**src/hdl/lrupr_pkg.sv**
```systemverilog
package lrupr_pkg;

    // Built table size and page tag width (defaults for the top level)
    localparam int FRAMES_DEF     = 8;
    localparam int PAGE_WIDTH_DEF = 16;

    // Fixed port widths
    localparam int PAGE_W  = 16;
    localparam int COUNT_W = 32;
    localparam int CFG_W   = 4;

    localparam logic [CFG_W-1:0] CFG_RESET = 4'd8;

    // Controller -> datapath
    typedef struct packed {
        logic load_in;   // capture the page reference
        logic lookup;    // register match / victim / free search
        logic commit;    // write frame state and load the result register
    } t_cmd;

    // Datapath -> controller
    typedef struct packed {
        logic out_free;  // result register empty or being taken this cycle
    } t_status;

endpackage

```
**src/hdl/lrupr_ctrl.sv**
```systemverilog
module lrupr_ctrl (
    input  logic              i_clk,
    input  logic              i_rst_n,
    input  logic              i_in_valid,
    output logic              o_in_stall,
    input  lrupr_pkg::t_status i_status,
    output lrupr_pkg::t_cmd    o_cmd
);
    import lrupr_pkg::*;

    typedef enum logic [1:0] {
        ST_IDLE,
        ST_LOOK,
        ST_UPD
    } t_state;

    t_state r_state;
    t_state n_state;
    logic   r_in_stall;
    logic   accept;

    assign accept = (r_state == ST_IDLE) && i_in_valid && !r_in_stall;

    always_comb begin
        n_state = r_state;
        unique case (r_state)
            ST_IDLE: begin
                if (accept) begin
                    n_state = ST_LOOK;
                end
            end
            ST_LOOK: begin
                n_state = ST_UPD;
            end
            ST_UPD: begin
                if (i_status.out_free) begin
                    n_state = ST_IDLE;
                end
            end
            default: begin
                n_state = ST_IDLE;
            end
        endcase
    end

    always_ff @(posedge i_clk) begin
        if (!i_rst_n) begin
            r_state    <= ST_IDLE;
            r_in_stall <= 1'b1;
        end else begin
            r_state    <= n_state;
            r_in_stall <= (n_state != ST_IDLE);
        end
    end

    assign o_in_stall     = r_in_stall;
    assign o_cmd.load_in  = accept;
    assign o_cmd.lookup   = (r_state == ST_LOOK);
    assign o_cmd.commit   = (r_state == ST_UPD) && i_status.out_free;

    a_accept_in_idle: assert property (@(posedge i_clk) disable iff (!i_rst_n)
        (i_in_valid && !o_in_stall) |-> (r_state == ST_IDLE))
        else $error("item accepted outside idle");

    a_accept_to_look: assert property (@(posedge i_clk) disable iff (!i_rst_n)
        (i_in_valid && !o_in_stall) |=> (r_state == ST_LOOK))
        else $error("accepted item did not enter lookup");

    a_commit_free: assert property (@(posedge i_clk) disable iff (!i_rst_n)
        o_cmd.commit |-> i_status.out_free)
        else $error("commit while result register blocked");

endmodule

```
**src/hdl/lrupr_dp.sv**
```systemverilog
module lrupr_dp #(
    parameter int FRAMES     = lrupr_pkg::FRAMES_DEF,
    parameter int PAGE_WIDTH = lrupr_pkg::PAGE_WIDTH_DEF
) (
    input  logic                          i_clk,
    input  logic                          i_rst_n,
    input  lrupr_pkg::t_cmd               i_cmd,
    output lrupr_pkg::t_status            o_status,
    input  logic                          i_cfg_we,
    input  logic [lrupr_pkg::CFG_W-1:0]   i_cfg_wdata,
    input  logic [lrupr_pkg::PAGE_W-1:0]  i_page_number,
    input  logic                          i_out_stall,
    output logic                          o_out_valid,
    output logic                          o_hit,
    output logic                          o_evicted_valid,
    output logic [lrupr_pkg::PAGE_W-1:0]  o_evicted_page,
    output logic [lrupr_pkg::COUNT_W-1:0] o_fault_count
);
    import lrupr_pkg::*;

    localparam int AGE_W  = (FRAMES > 1) ? $clog2(FRAMES) : 1;
    localparam int USED_W = $clog2(FRAMES + 1);
    localparam int CMP_W  = (USED_W > CFG_W) ? USED_W : CFG_W;

    // frame row
    logic [PAGE_WIDTH-1:0] r_tag [FRAMES];
    logic [FRAMES-1:0]     r_valid;
    logic [AGE_W-1:0]      r_age [FRAMES];
    logic [USED_W-1:0]     r_used;
    logic [COUNT_W-1:0]    r_fault;
    logic [CFG_W-1:0]      r_frame_count;

    // reference and lookup results
    logic [PAGE_WIDTH-1:0] r_page;
    logic [FRAMES-1:0]     r_sel;
    logic                  r_hit;
    logic                  r_full;
    logic [AGE_W-1:0]      r_hit_age;
    logic [PAGE_WIDTH-1:0] r_ev_tag;

    // result register
    logic                  r_out_valid;
    logic                  r_out_hit;
    logic                  r_out_ev_valid;
    logic [PAGE_W-1:0]     r_out_ev_page;

    // lookup logic
    logic [FRAMES-1:0]     match;
    logic [FRAMES-1:0]     oldest;
    logic [FRAMES-1:0]     free_vec;
    logic [AGE_W-1:0]      last_age;
    logic [AGE_W-1:0]      hit_age;
    logic [PAGE_WIDTH-1:0] ev_tag;
    logic [CMP_W-1:0]      cfg_ext;
    logic [CMP_W-1:0]      eff;
    logic                  full;
    logic                  any_hit;
    logic [FRAMES-1:0]     sel;

    // next state
    logic [AGE_W-1:0]      n_age [FRAMES];
    logic [FRAMES-1:0]     n_valid;
    logic [USED_W-1:0]     n_used;
    logic [COUNT_W-1:0]    n_fault;
    logic                  n_out_valid;
    logic                  miss_evict;

    // ages of occupied frames are always 0..used-1, so the LRU frame holds used-1
    assign last_age = AGE_W'(r_used - 1'b1);
    assign free_vec = ~r_valid & (r_valid + 1'b1);   // lowest free frame

    always_comb begin
        hit_age = '0;
        ev_tag  = '0;
        for (int i = 0; i < FRAMES; i++) begin
            match[i]  = r_valid[i] && (r_tag[i] == r_page);
            oldest[i] = r_valid[i] && (r_age[i] == last_age);
            hit_age   = hit_age | (match[i] ? r_age[i] : '0);
            ev_tag    = ev_tag | (oldest[i] ? r_tag[i] : '0);
        end
    end

    always_comb begin
        cfg_ext = CMP_W'(r_frame_count);
        if (r_frame_count == '0) begin
            eff = CMP_W'(1);
        end else if (cfg_ext > CMP_W'(FRAMES)) begin
            eff = CMP_W'(FRAMES);
        end else begin
            eff = cfg_ext;
        end
    end

    assign full    = (CMP_W'(r_used) >= eff);
    assign any_hit = |match;
    assign sel     = any_hit ? match : (full ? oldest : free_vec);

    // commit: selected frame becomes most recent; on a miss all other frames age, on a hit only those more recent
    always_comb begin
        for (int i = 0; i < FRAMES; i++) begin
            n_age[i] = r_age[i];
            if (r_sel[i]) begin
                n_age[i] = '0;
            end else if (r_valid[i] && (!r_hit || (r_age[i] < r_hit_age))) begin
                n_age[i] = r_age[i] + 1'b1;
            end
        end
    end

    assign miss_evict = !r_hit && r_full;
    assign n_valid    = r_hit ? r_valid : (r_valid | r_sel);
    assign n_used     = (!r_hit && !r_full) ? (r_used + 1'b1) : r_used;
    assign n_fault    = (!r_hit && (r_fault != '1)) ? (r_fault + 1'b1) : r_fault;

    assign o_status.out_free = !r_out_valid || !i_out_stall;
    assign n_out_valid       = i_cmd.commit || (r_out_valid && i_out_stall);

    always_ff @(posedge i_clk) begin
        if (!i_rst_n) begin
            r_valid       <= '0;
            r_age         <= '{default: '0};
            r_used        <= '0;
            r_fault       <= '0;
            r_frame_count <= CFG_RESET;
            r_out_valid   <= 1'b0;
        end else begin
            if (i_cfg_we) begin
                r_frame_count <= i_cfg_wdata;
            end
            if (i_cmd.commit) begin
                r_valid <= n_valid;
                r_age   <= n_age;
                r_used  <= n_used;
                r_fault <= n_fault;
            end
            r_out_valid <= n_out_valid;
        end
    end

    always_ff @(posedge i_clk) begin
        if (i_cmd.load_in) begin
            r_page <= PAGE_WIDTH'(i_page_number);
        end
        if (i_cmd.lookup) begin
            r_sel     <= sel;
            r_hit     <= any_hit;
            r_full    <= full;
            r_hit_age <= hit_age;
            r_ev_tag  <= ev_tag;
        end
        if (i_cmd.commit) begin
            for (int i = 0; i < FRAMES; i++) begin
                if (!r_hit && r_sel[i]) begin
                    r_tag[i] <= r_page;
                end
            end
            r_out_hit      <= r_hit;
            r_out_ev_valid <= miss_evict;
            r_out_ev_page  <= miss_evict ? PAGE_W'(r_ev_tag) : '0;
        end
    end

    assign o_out_valid     = r_out_valid;
    assign o_hit           = r_out_hit;
    assign o_evicted_valid = r_out_ev_valid;
    assign o_evicted_page  = r_out_ev_page;
    assign o_fault_count   = r_fault;

    a_used_count: assert property (@(posedge i_clk) disable iff (!i_rst_n)
        $countones(r_valid) == r_used)
        else $error("occupancy count out of step with valid bits");

    a_sel_onehot: assert property (@(posedge i_clk) disable iff (!i_rst_n)
        i_cmd.commit |-> $onehot(r_sel))
        else $error("commit without exactly one target frame");

    a_hit_no_fault: assert property (@(posedge i_clk) disable iff (!i_rst_n)
        (i_cmd.commit && r_hit) |=> (r_fault == $past(r_fault)))
        else $error("fault count moved on a hit");

endmodule

```
**src/hdl/lru_page_replacement_top.sv**
```systemverilog
// Channel  Valid        Stall         Payload
// -------  -----------  ------------  ---------------------------------------------
// in       i_in_valid   o_in_stall    i_page_number
// out      o_out_valid  i_out_stall   o_hit, o_evicted_valid, o_evicted_page,
//                                     o_fault_count
// cfg      i_cfg_we     (none)        i_cfg_wdata -> frame_count
//
// A new reference is accepted only after the last commits: accept, lookup
//   (registered match / LRU victim / free-frame search over the frame row),
//   commit (frame row update and result register load).
// Commit waits while the result register still holds an untaken item; the
//   input stays stalled from acceptance until that commit.
// Reset is synchronous, active low: clears valid bits, ages, occupancy, fault
//   count and sets frame_count to 8; the input stays stalled in the cycle after.
// Tags are not reset; a frame's tag is only looked at once its valid bit is set.
module lru_page_replacement_top #(
    parameter int FRAMES     = lrupr_pkg::FRAMES_DEF,
    parameter int PAGE_WIDTH = lrupr_pkg::PAGE_WIDTH_DEF
) (
    input  logic                          i_clk,
    input  logic                          i_rst_n,
    // frame count register
    input  logic                          i_cfg_we,
    input  logic [lrupr_pkg::CFG_W-1:0]   i_cfg_wdata,
    // page references
    input  logic                          i_in_valid,
    output logic                          o_in_stall,
    input  logic [lrupr_pkg::PAGE_W-1:0]  i_page_number,
    // results
    output logic                          o_out_valid,
    input  logic                          i_out_stall,
    output logic                          o_hit,
    output logic                          o_evicted_valid,
    output logic [lrupr_pkg::PAGE_W-1:0]  o_evicted_page,
    output logic [lrupr_pkg::COUNT_W-1:0] o_fault_count
);
    import lrupr_pkg::*;

    t_cmd    cmd;
    t_status status;

    // Sequencer: idle -> lookup -> update
    lrupr_ctrl u_ctrl (
        .i_clk      (i_clk),
        .i_rst_n    (i_rst_n),
        .i_in_valid (i_in_valid),
        .o_in_stall (o_in_stall),
        .i_status   (status),
        .o_cmd      (cmd)
    );

    // Frame row, LRU ages, fault counter, result register
    lrupr_dp #(
        .FRAMES     (FRAMES),
        .PAGE_WIDTH (PAGE_WIDTH)
    ) u_dp (
        .i_clk           (i_clk),
        .i_rst_n         (i_rst_n),
        .i_cmd           (cmd),
        .o_status        (status),
        .i_cfg_we        (i_cfg_we),
        .i_cfg_wdata     (i_cfg_wdata),
        .i_page_number   (i_page_number),
        .i_out_stall     (i_out_stall),
        .o_out_valid     (o_out_valid),
        .o_hit           (o_hit),
        .o_evicted_valid (o_evicted_valid),
        .o_evicted_page  (o_evicted_page),
        .o_fault_count   (o_fault_count)
    );

endmodule

```
**config.mk**
```make
export PLATFORM = sky130hd
export DESIGN_NAME = lru_page_replacement_top
export DESIGN_NICKNAME = d
export VERILOG_FILES = /design/src/hdl/lrupr_pkg.sv /design/src/hdl/lrupr_ctrl.sv /design/src/hdl/lrupr_dp.sv /design/src/hdl/lru_page_replacement_top.sv
export SDC_FILE = /design/constraint.sdc
export NUM_CORES = 1
export LEC_CHECK = 0
export BUFFER_PORTS_ARGS = -buffer_cell sky130_fd_sc_hd__buf_2
export CORE_MARGIN = 2
export CORE_UTILIZATION = 30
export CTS_BUF_LIST = sky130_fd_sc_hd__clkbuf_16
export CTS_CLUSTER_DIAMETER = 60
export DETAILED_ROUTE_END_ITERATION = 10
export GPL_ROUTABILITY_DRIVEN = 0
export SLEW_MARGIN = 20
export SYNTH_ARGS = -nofsm -noshare
export SYNTH_HDL_FRONTEND = slang
export SYNTH_SLANG_ARGS = --single-unit
```
**constraint.sdc**
```tcl
create_clock -name i_clk -period 7.3 [get_ports i_clk]
set_input_delay 1.095 -clock i_clk [delete_from_list [all_inputs] [get_ports i_clk]]
set_output_delay 1.095 -clock i_clk [all_outputs]
set_load 0.1 [all_outputs]
```
==> metrics.md, run 1 <==
| Metric | Value |
|---|---|
| Sw Pwr | 0.000749 W |
| Most frequent cells in the layout | edfxtp_1, xnor2_1, buf_2, dfxtp_1, a22oi_1 |
| Number of global-route vias before repair | 8,668 |
| Gate Count Post-Synth | 1,068 |
| Hold_sp | u_dp.o_fault_count[12]$_SDFFE_PN0P_ |
| Syn Std Cell Area | 0.0129 mm² |
| Peak VDD IR | 173 µV |
| Reg2reg start | u_dp.r_used[0]$_SDFFE_PN0P_ |
| Hold-critical path endpoint | u_dp.o_fault_count[12]$_SDFFE_PN0P_ |
| WP data required | 7.70 ns |
| CP max stage cell | nor2_2 |
| WHS | 0.506 ns |
| Largest net degree at the start of global routing | 78 |
| HP Class | reg -> reg |
| Final wirelength | 34.6 mm |
| Hold Path Cell Cnt | 2 |
| Overflow left after global routing | 0 |
| CP bufs+invs | 1 |
| Max_cap viols | 0 |
| Post-Place Setup Slack | 3.95 ns |
| Crit Path Category | reg -> reg |
| N_diodes | 0 |
| Yosys cell types | 53 |
| Syn nets | 1,124 |
| Clock Skew | 0.0167 ns |
| Die area | 0.0446 mm² |
| Slew HR | 31.0% |
| Switching Share | 22.2% |
| Final setup viols | 0 |
| Critical path, cell by cell | inv_1, ha_1, xor2_1, nand3_1, nor2_2, a21oi_1, o31ai_1 |
| Worst reg2reg setup slack | 4.00 ns |
| Seq/Total Area, Yosys | 56.4% |
| Worst-path fanout max | 17 |
| Fin. Hold Viols | 0 |
| GRT Total Usage | 15.3% |
| Cell class contributing the biggest share of worst-path delay | simple AND/OR/NAND/NOR gates |
| Die W | 211 µm |
| Clock network fraction of design power | 47.3% |
| Worst-path clk slew | 0.06 ns |
| Critical R2R Capture | u_dp.r_sel[4]$_DFFE_PN_ |
| Syn avg cell area | 12.1 µm² |
| Pwr Total | 0.00337 W |
| Cell Pwr Density | 227 mW/mm² |
| Final setup margin | 4.00 ns |
| Final HPWL from detailed placement | 23.5 mm |
| Port Buf Inserts | 76 |
| CP arrival | 3.70 ns |
| Die height | 211 µm |
| Vias/cell | 5.19 |
| Max-slew violations | 0 |
| Layout cells sized above 1 | 13.2% |
| Drt drc | 0 |
| Yosys warning count | 0 |
| Post-CTS Setup Bufs | 0 |
| H-tree levels | 1 |
| Worst-case reg-to-reg path depth | 7 |
| Resize count post-CTS | 0 |
| Flop and latch count out of synthesis | 267 |
| Worst stage delay on the critical path | 0.75 ns |
| Via Count | 8,874 |
| Setup TNS Final | 0 ns |
| Commonest non-fill, non-tap cell in the layout | edfxtp_1 |
| Routed wire per std cell | 20.2 µm |
| Clock Sinks | 267 |
| Clk_lat worst skew | 0.60 ns |
| Final min period | 3.30 ns |
| Area growth, synth to finish | 15.2% |
| Cell internal pwr | 0.00263 W |
| Sequential Power Share | 49.4% |
| First-pass GRT wire length | 52.9 mm |
| F_max | 303 MHz |
| Final clock period utilization by the worst path | 45.3% |
| Initial Util | 30.6% |
| First-pass iteration count of the detailed router | 5 |
| CTS tree | built |
| Nets | 1,205 |
| Status | finished, final reports clean |
| CTS Buffer Depth | 3 |
| Post-CTS Hold Buffers | 0 |
| Core ar. | 0.0421 mm² |
| Comb pwr share | 3.3% |
| Antenna-violating nets left | 0 |
| Initial antenna violation count | 1 |
| CTS Root Cell | clkbuf_16 |
| Leakage power | 5.10 nW |
| Row count | 75 |
| RSZ-0062 raised after global routing | no |
| Slew @ Worst Pin | 1.04 ns |
| Setup crit end kind | flop |
| Total I/O pin count | 77 |
| Cts bufs inserted | 31 |
| DR iter-0 viols | 736 |
| Startpoint types | flop |
-- area by class of cell --
| class | count | area, µm² |
|---|---|---|
| fillers | 4121 | 27300 |
| flip-flops and latches | 267 | 7260 |
| multi-input cells | 733 | 5290 |
| clock buffers | 31 | 776 |
| well taps | 539 | 674 |
| repair buffers | 89 | 478 |
| clock inverters | 23 | 256 |
| inverters | 27 | 101 |
-- stage by stage --
| stage | std cells | util, % | instance area [µm²] |
|---|---|---|---|
| global route | 1709 | 35.2 | 14800 |
| detailed placement | 1655 | 32.7 | 13800 |
| global placement | 1654 | 32.7 | 13800 |
| finish | 1709 | 35.2 | 14800 |
| CTS | 1709 | 35.2 | 14800 |
| floorplan | 1068 | - | 12900 |
-- cell usage after synthesis, drive strengths merged --
library cell	instances	share of area [%]
mux2i	3	0.23
or2	2	0.097
nand4	48	2.4
edfxtp	191	45
or4	4	0.29
nor2b	9	0.44
o2111ai	3	0.25
buf	23	1.3
nand3b	4	0.23
clkinv	1	0.029
nor2	21	0.63
o21a	9	0.52
clkbuf	18	0.52
a22oi	70	4.1
and4	6	0.41
a21oi	27	1.0
a31oi	1	0.097
or3b	8	0.54
ha	31	3.0
nand2b	10	0.49
nor4b	2	0.14
a21boi	29	1.7
dfxtp	76	12
o211a	1	0.078
and3	6	0.29
inv	26	0.76
nand3	54	2.1
xor2	43	3.1
o211ai	9	0.52
a21o	8	0.47
o21ai	23	0.89
nor4	15	1.1
o31ai	9	0.63
or3	36	1.8
nor3	10	0.47
xnor2	132	9.0
nand2	45	1.3
and2	55	2.7
-- worst reg2reg max path, delay by kind of cell, from the launching register on --
family,cells,cell delay [ns]
adders and majority gates,1,0.67
buffers and inverters,1,0.22
DFF,1,0.74
and+or+nand+nor,2,0.86
AOI/OAI and AO/OA,2,0.44
xor gates and xnor gates,1,0.19
-- kinds of logic (layout without fill, tap and decap cells) --
logic type,count (synthesis),count (layout),share of synthesized area [%]
AO/OA/AOI/OAI,189,189,10.3
XOR/XNOR,175,175,12.1
adder cells (fa/ha/maj),31,31,3.01
buffers and inverters,68,170,2.65
flip-flops,267,267,56.4
multiplexers,3,3,0.233
AND/OR/NAND/NOR,335,335,15.4
-- flip-flops by register name (all words and copies together), names as in the netlist, 8 cells and up --
register and cells:
u_dp.o_evicted_page 16, u_dp.o_fault_count 32, u_dp.r_age 24, u_dp.r_ev_tag 16, u_dp.r_page 16, u_dp.r_sel 8, u_dp.r_tag 128, u_dp.r_valid 8
-- worst max-delay path by stage --
| stage | start | endpoint | slack (ns) | cells past startpoint |
|---|---|---|---|---|
| after global placement | u_dp.r_used[0]$_SDFFE_PN0P_ | u_dp.r_sel[0]$_DFFE_PN_ | 3.89 | 6 |
| final | u_dp.r_used[0]$_SDFFE_PN0P_ | u_dp.r_sel[4]$_DFFE_PN_ | 4.00 | 7 |
| after detailed placement | i_out_stall | u_dp.r_tag[1][25]$_DFFE_PP_ | 3.95 | 4 |
| after CTS | u_dp.r_used[0]$_SDFFE_PN0P_ | u_dp.r_sel[4]$_DFFE_PN_ | 4.03 | 7 |
| after global routing | u_dp.r_used[0]$_SDFFE_PN0P_ | u_dp.r_sel[4]$_DFFE_PN_ | 3.85 | 7 |
| after floorplan | i_in_valid | u_dp.r_page[0]$_DFFE_PP_ | 3.96 | 1 |
-- per-layer routing --
layer	vias up	routed length [µm]	GRT usage [%]
met5	-	16	0
met3	51	2130	2.29
met4	2	667	3.98
met2	297	15900	24.6
met1	4397	15900	21.4
li1	4127	-	-
-- power by group through the flow --
stage,Clock (W),Sequential (W),Combinational (W)
after detailed placement,0,0.00170,0.000111
after global routing,0.00168,0.00167,0.000120
final,0.00160,0.00167,0.000112
after CTS,0.00163,0.00167,0.000112
after global placement,0,0.00170,0.000111
after floorplan,0,0.00170,0.0000762
No activity file was read; power rests on OpenSTA's default activity.
==> run 2, diff against run 1 <==
==> constraint.sdc (replaced) <==
create_clock -name i_clk -period 3.4 [get_ports i_clk]
set_input_delay 0.51 -clock i_clk [delete_from_list [all_inputs] [get_ports i_clk]]
set_output_delay 0.51 -clock i_clk [all_outputs]
set_load 0.1 [all_outputs]
==> run 2 against run 1 <==
Effect of this change: global-route usage increased by 0.19 points; non-clock buffer count grew 17; design area rose by 0.35%; maximum frequency up 14%; clock skew rose by 0.0038 ns; wire length increased by 0.71%; largest cell class unchanged.
==> metrics.md, run 2 (same netlist as run 1, synthesis figures left out) <==
| Metric | Value |
|---|---|
| Nets | 1,220 (+1.2%) |
| Critical R2R Capture | u_dp.r_sel[1]$_DFFE_PN_ |
| Max-slew violations | 0 (unchanged) |
| Final cell count without fillers | 1,726 (+0.99%) |
| Largest net degree at the start of global routing | 59 (-24%) |
| Hold-critical path endpoint | u_dp.r_page[2]$_DFFE_PP_ |
| Clock network fraction of design power | 45.4% (-1.9 points) |
| Die W | 211 µm (unchanged) |
| CTS Root Cell | clkbuf_16 |
| Final clock period utilization by the worst path | 84.9% (+40 points) |
| Fin. Hold Viols | 0 (unchanged) |
| Hold Path Cell Cnt | 1 (-1) |
| Startpoint types | flop |
| Setup crit end kind | flop |
| Worst-path fanout max | 16 (-1) |
| Max reg flops | 128 (unchanged) |
| Commonest non-fill, non-tap cell in the layout | edfxtp_1 |
| H-tree levels | 1 (unchanged) |
| Critical path, cell by cell | xor2_1, nor4_1, nand4_1, nor4_2, or4_4, o31ai_1 |
| Leakage power | 5.15 nW (+1.0%) |
| Reg2reg start | u_dp.r_page[9]$_DFFE_PP_ |
| Drt drc | 0 (unchanged) |
| Peak VDD IR | 417 µV (+140%) |
| Worst stage delay on the critical path | 0.83 ns (+0.08 ns) |
| Clk_lat worst skew | 0.58 ns (-0.02 ns) |
| Resize count post-CTS | 0 (unchanged) |
| GRT Total Usage | 15.5% (+0.19 points) |
| Final wirelength | 34.8 mm (+0.71%) |
| Row count | 75 (unchanged) |
| Antenna-violating nets left | 0 (unchanged) |
| Total I/O pin count | 77 (unchanged) |
| Number of global-route vias before repair | 8,736 (+0.78%) |
| Overflow left after global routing | 0 (unchanged) |
| Biggest register | u_dp.r_tag |
| Routed wire per std cell | 20.2 µm (-0.28%) |
| Comb pwr share | 3.5% (+0.2 points) |
| First-pass iteration count of the detailed router | 5 (unchanged) |
| Status | finished, final reports clean |
| Layout cells sized above 1 | 14.2% (+0.91 points) |
| Core ar. | 0.0421 mm² (unchanged) |
| CTS tree | built |
| Sequential Power Share | 51.1% (+1.7 points) |
| Setup TNS Final | 0 ns (unchanged) |
| Sw Pwr | 0.00154 W (+110%) |
| Via Count | 8,959 (+0.96%) |
| Clock Sinks | 267 (unchanged) |
| Worst-case reg-to-reg path depth | 6 (-1) |
| First-pass GRT wire length | 53.2 mm (+0.54%) |
| Cells after DPL | 1,672 (+1.0%) |
| Post-CTS Hold Buffers | 0 (unchanged) |
| Cell internal pwr | 0.00546 W (+110%) |
| Final min period | 2.89 ns (-0.416 ns) |
| Fillers | 4,119 (-0.049%) |
| Switching Share | 22.0% (-0.24 points) |
| Vias/cell | 5.19 (about the same) |
| CP arrival | 3.19 ns (-0.51 ns) |
| Cts bufs inserted | 29 (-6.5%) |
| Slew HR | 38.6% (+7.7 points) |
| F_max | 346 MHz (+14%) |
| Cell Pwr Density | 470 mW/mm² (+110%) |
| Crit Path Category | reg -> reg |
| Area growth, synth to finish | 15.6% |
| Hold_sp | i_page_number[2] |
| RSZ-0062 raised after global routing | no |
| Post-CTS Setup Bufs | 0 (unchanged) |
| N_diodes | 0 (unchanged) |
| Most frequent cells in the layout | edfxtp_1, xnor2_1, buf_2, dfxtp_1, a22oi_1 |
| CTS Buffer Depth | 3 (unchanged) |
| Slew @ Worst Pin | 0.920 ns (-0.115 ns) |
| CP max stage cell | edfxtp_1 |
| Worst reg2reg setup slack | 0.51 ns (-3.48 ns) |
| Clock Skew | 0.0206 ns (+0.00381 ns) |
| DR iter-0 viols | 982 (+33%) |
| Die height | 211 µm (unchanged) |
| Multi-input gate area | 0.00529 mm² (about the same) |
| Final setup viols | 0 (unchanged) |
| Final HPWL from detailed placement | 23.9 mm (+1.8%) |
| Initial Util | 30.6% (unchanged) |
| Seq. cell area | 0.00726 mm² (unchanged) |
| Port Buf Inserts | 76 (unchanged) |
| Initial antenna violation count | 0 (-1) |
| Max_cap viols | 0 (unchanged) |
| HP Class | in -> reg |
| Worst-path clk slew | 0.06 ns (about the same) |
| WP data required | 3.71 ns (-3.99 ns) |
| Die area | 0.0446 mm² (unchanged) |
[run 2: cell count changes in the layout (fill, tap and decap cells not counted), sizes merged]
cell and change:
buf +17, clkbuf -2, clkinvlp +2, bufinv -1, clkinv +1
[run 2: routing by layer]
layer	share of wire, %	wire length [µm]	track usage (%)	vias up
met4	2.1	746	4.83	0
met5	0	0	0	-
met1	44	15400	21.6	4379
met2	46	16100	24.8	359
li1	-	-	-	4161
met3	7.2	2510	2.10	60
[run 2: final cells by class]
| cell class | instances | area share [%] |
|---|---|---|
| inverter | 27 | 0.681 |
| tap | 539 | 4.53 |
| multi-input combinational | 733 | 35.5 |
| clock buffer | 29 | 4.88 |
| timing repair buffer | 106 | 4.07 |
| sequential | 267 | 48.8 |
| clock inverter | 25 | 1.57 |
[run 2: power groups by stage]
stage / logic [W] / registers (W) / clock network (W)
finish: 0.000243 / 0.00358 / 0.00318
global route: 0.000263 / 0.00358 / 0.00337
CTS: 0.000244 / 0.00357 / 0.00326
detailed placement: 0.000241 / 0.00364 / 0
global placement: 0.000241 / 0.00364 / 0
floorplan: 0.000164 / 0.00364 / 0
[run 2: how the worst max path moves through the flow]
| stage | from | slack, ns | depth (start not counted) | to |
|---|---|---|---|---|
| CTS | u_dp.r_page[12]$_DFFE_PP_ | 0.58 | 6 | u_dp.r_sel[7]$_DFFE_PN_ |
| floorplan | u_ctrl.o_in_stall$_SDFF_PN1_ | 0.34 | 1 | u_dp.r_page[0]$_DFFE_PP_ |
| finish | u_dp.r_page[9]$_DFFE_PP_ | 0.51 | 6 | u_dp.r_sel[1]$_DFFE_PN_ |
| global route | u_dp.r_page[9]$_DFFE_PP_ | 0.42 | 6 | u_dp.r_sel[6]$_DFFE_PN_ |
| global placement | u_dp.r_page[9]$_DFFE_PP_ | 0.65 | 6 | u_dp.r_sel[7]$_DFFE_PN_ |
| detailed placement | u_dp.r_page[12]$_DFFE_PP_ | 0.57 | 6 | u_dp.r_sel[7]$_DFFE_PN_ |
[run 2: per-stage QoR]
stage / power [W] / hold WS, ns / worst slack, ns / util [%] / instance area [µm²]
after floorplan: 0.00380 / 0.471 / 0.341 / - / 12900
after global placement: 0.00388 / 0.477 / 0.652 / 33.0 / 13900
after detailed placement: 0.00389 / 0.495 / 0.574 / 33.0 / 13900
after CTS: 0.00708 / 0.0785 / 0.579 / 35.3 / 14900
after global routing: 0.00722 / 0.0939 / 0.417 / 35.3 / 14900
final: 0.00700 / 0.107 / 0.513 / 35.3 / 14900
[run 2: critical path, delay by kind of cell (launching register included)]
kind,cells,cell delay (ns)
compound gates,1,0.08
xor+xnor,1,0.14
flops,1,0.83
simple gates,4,1.56
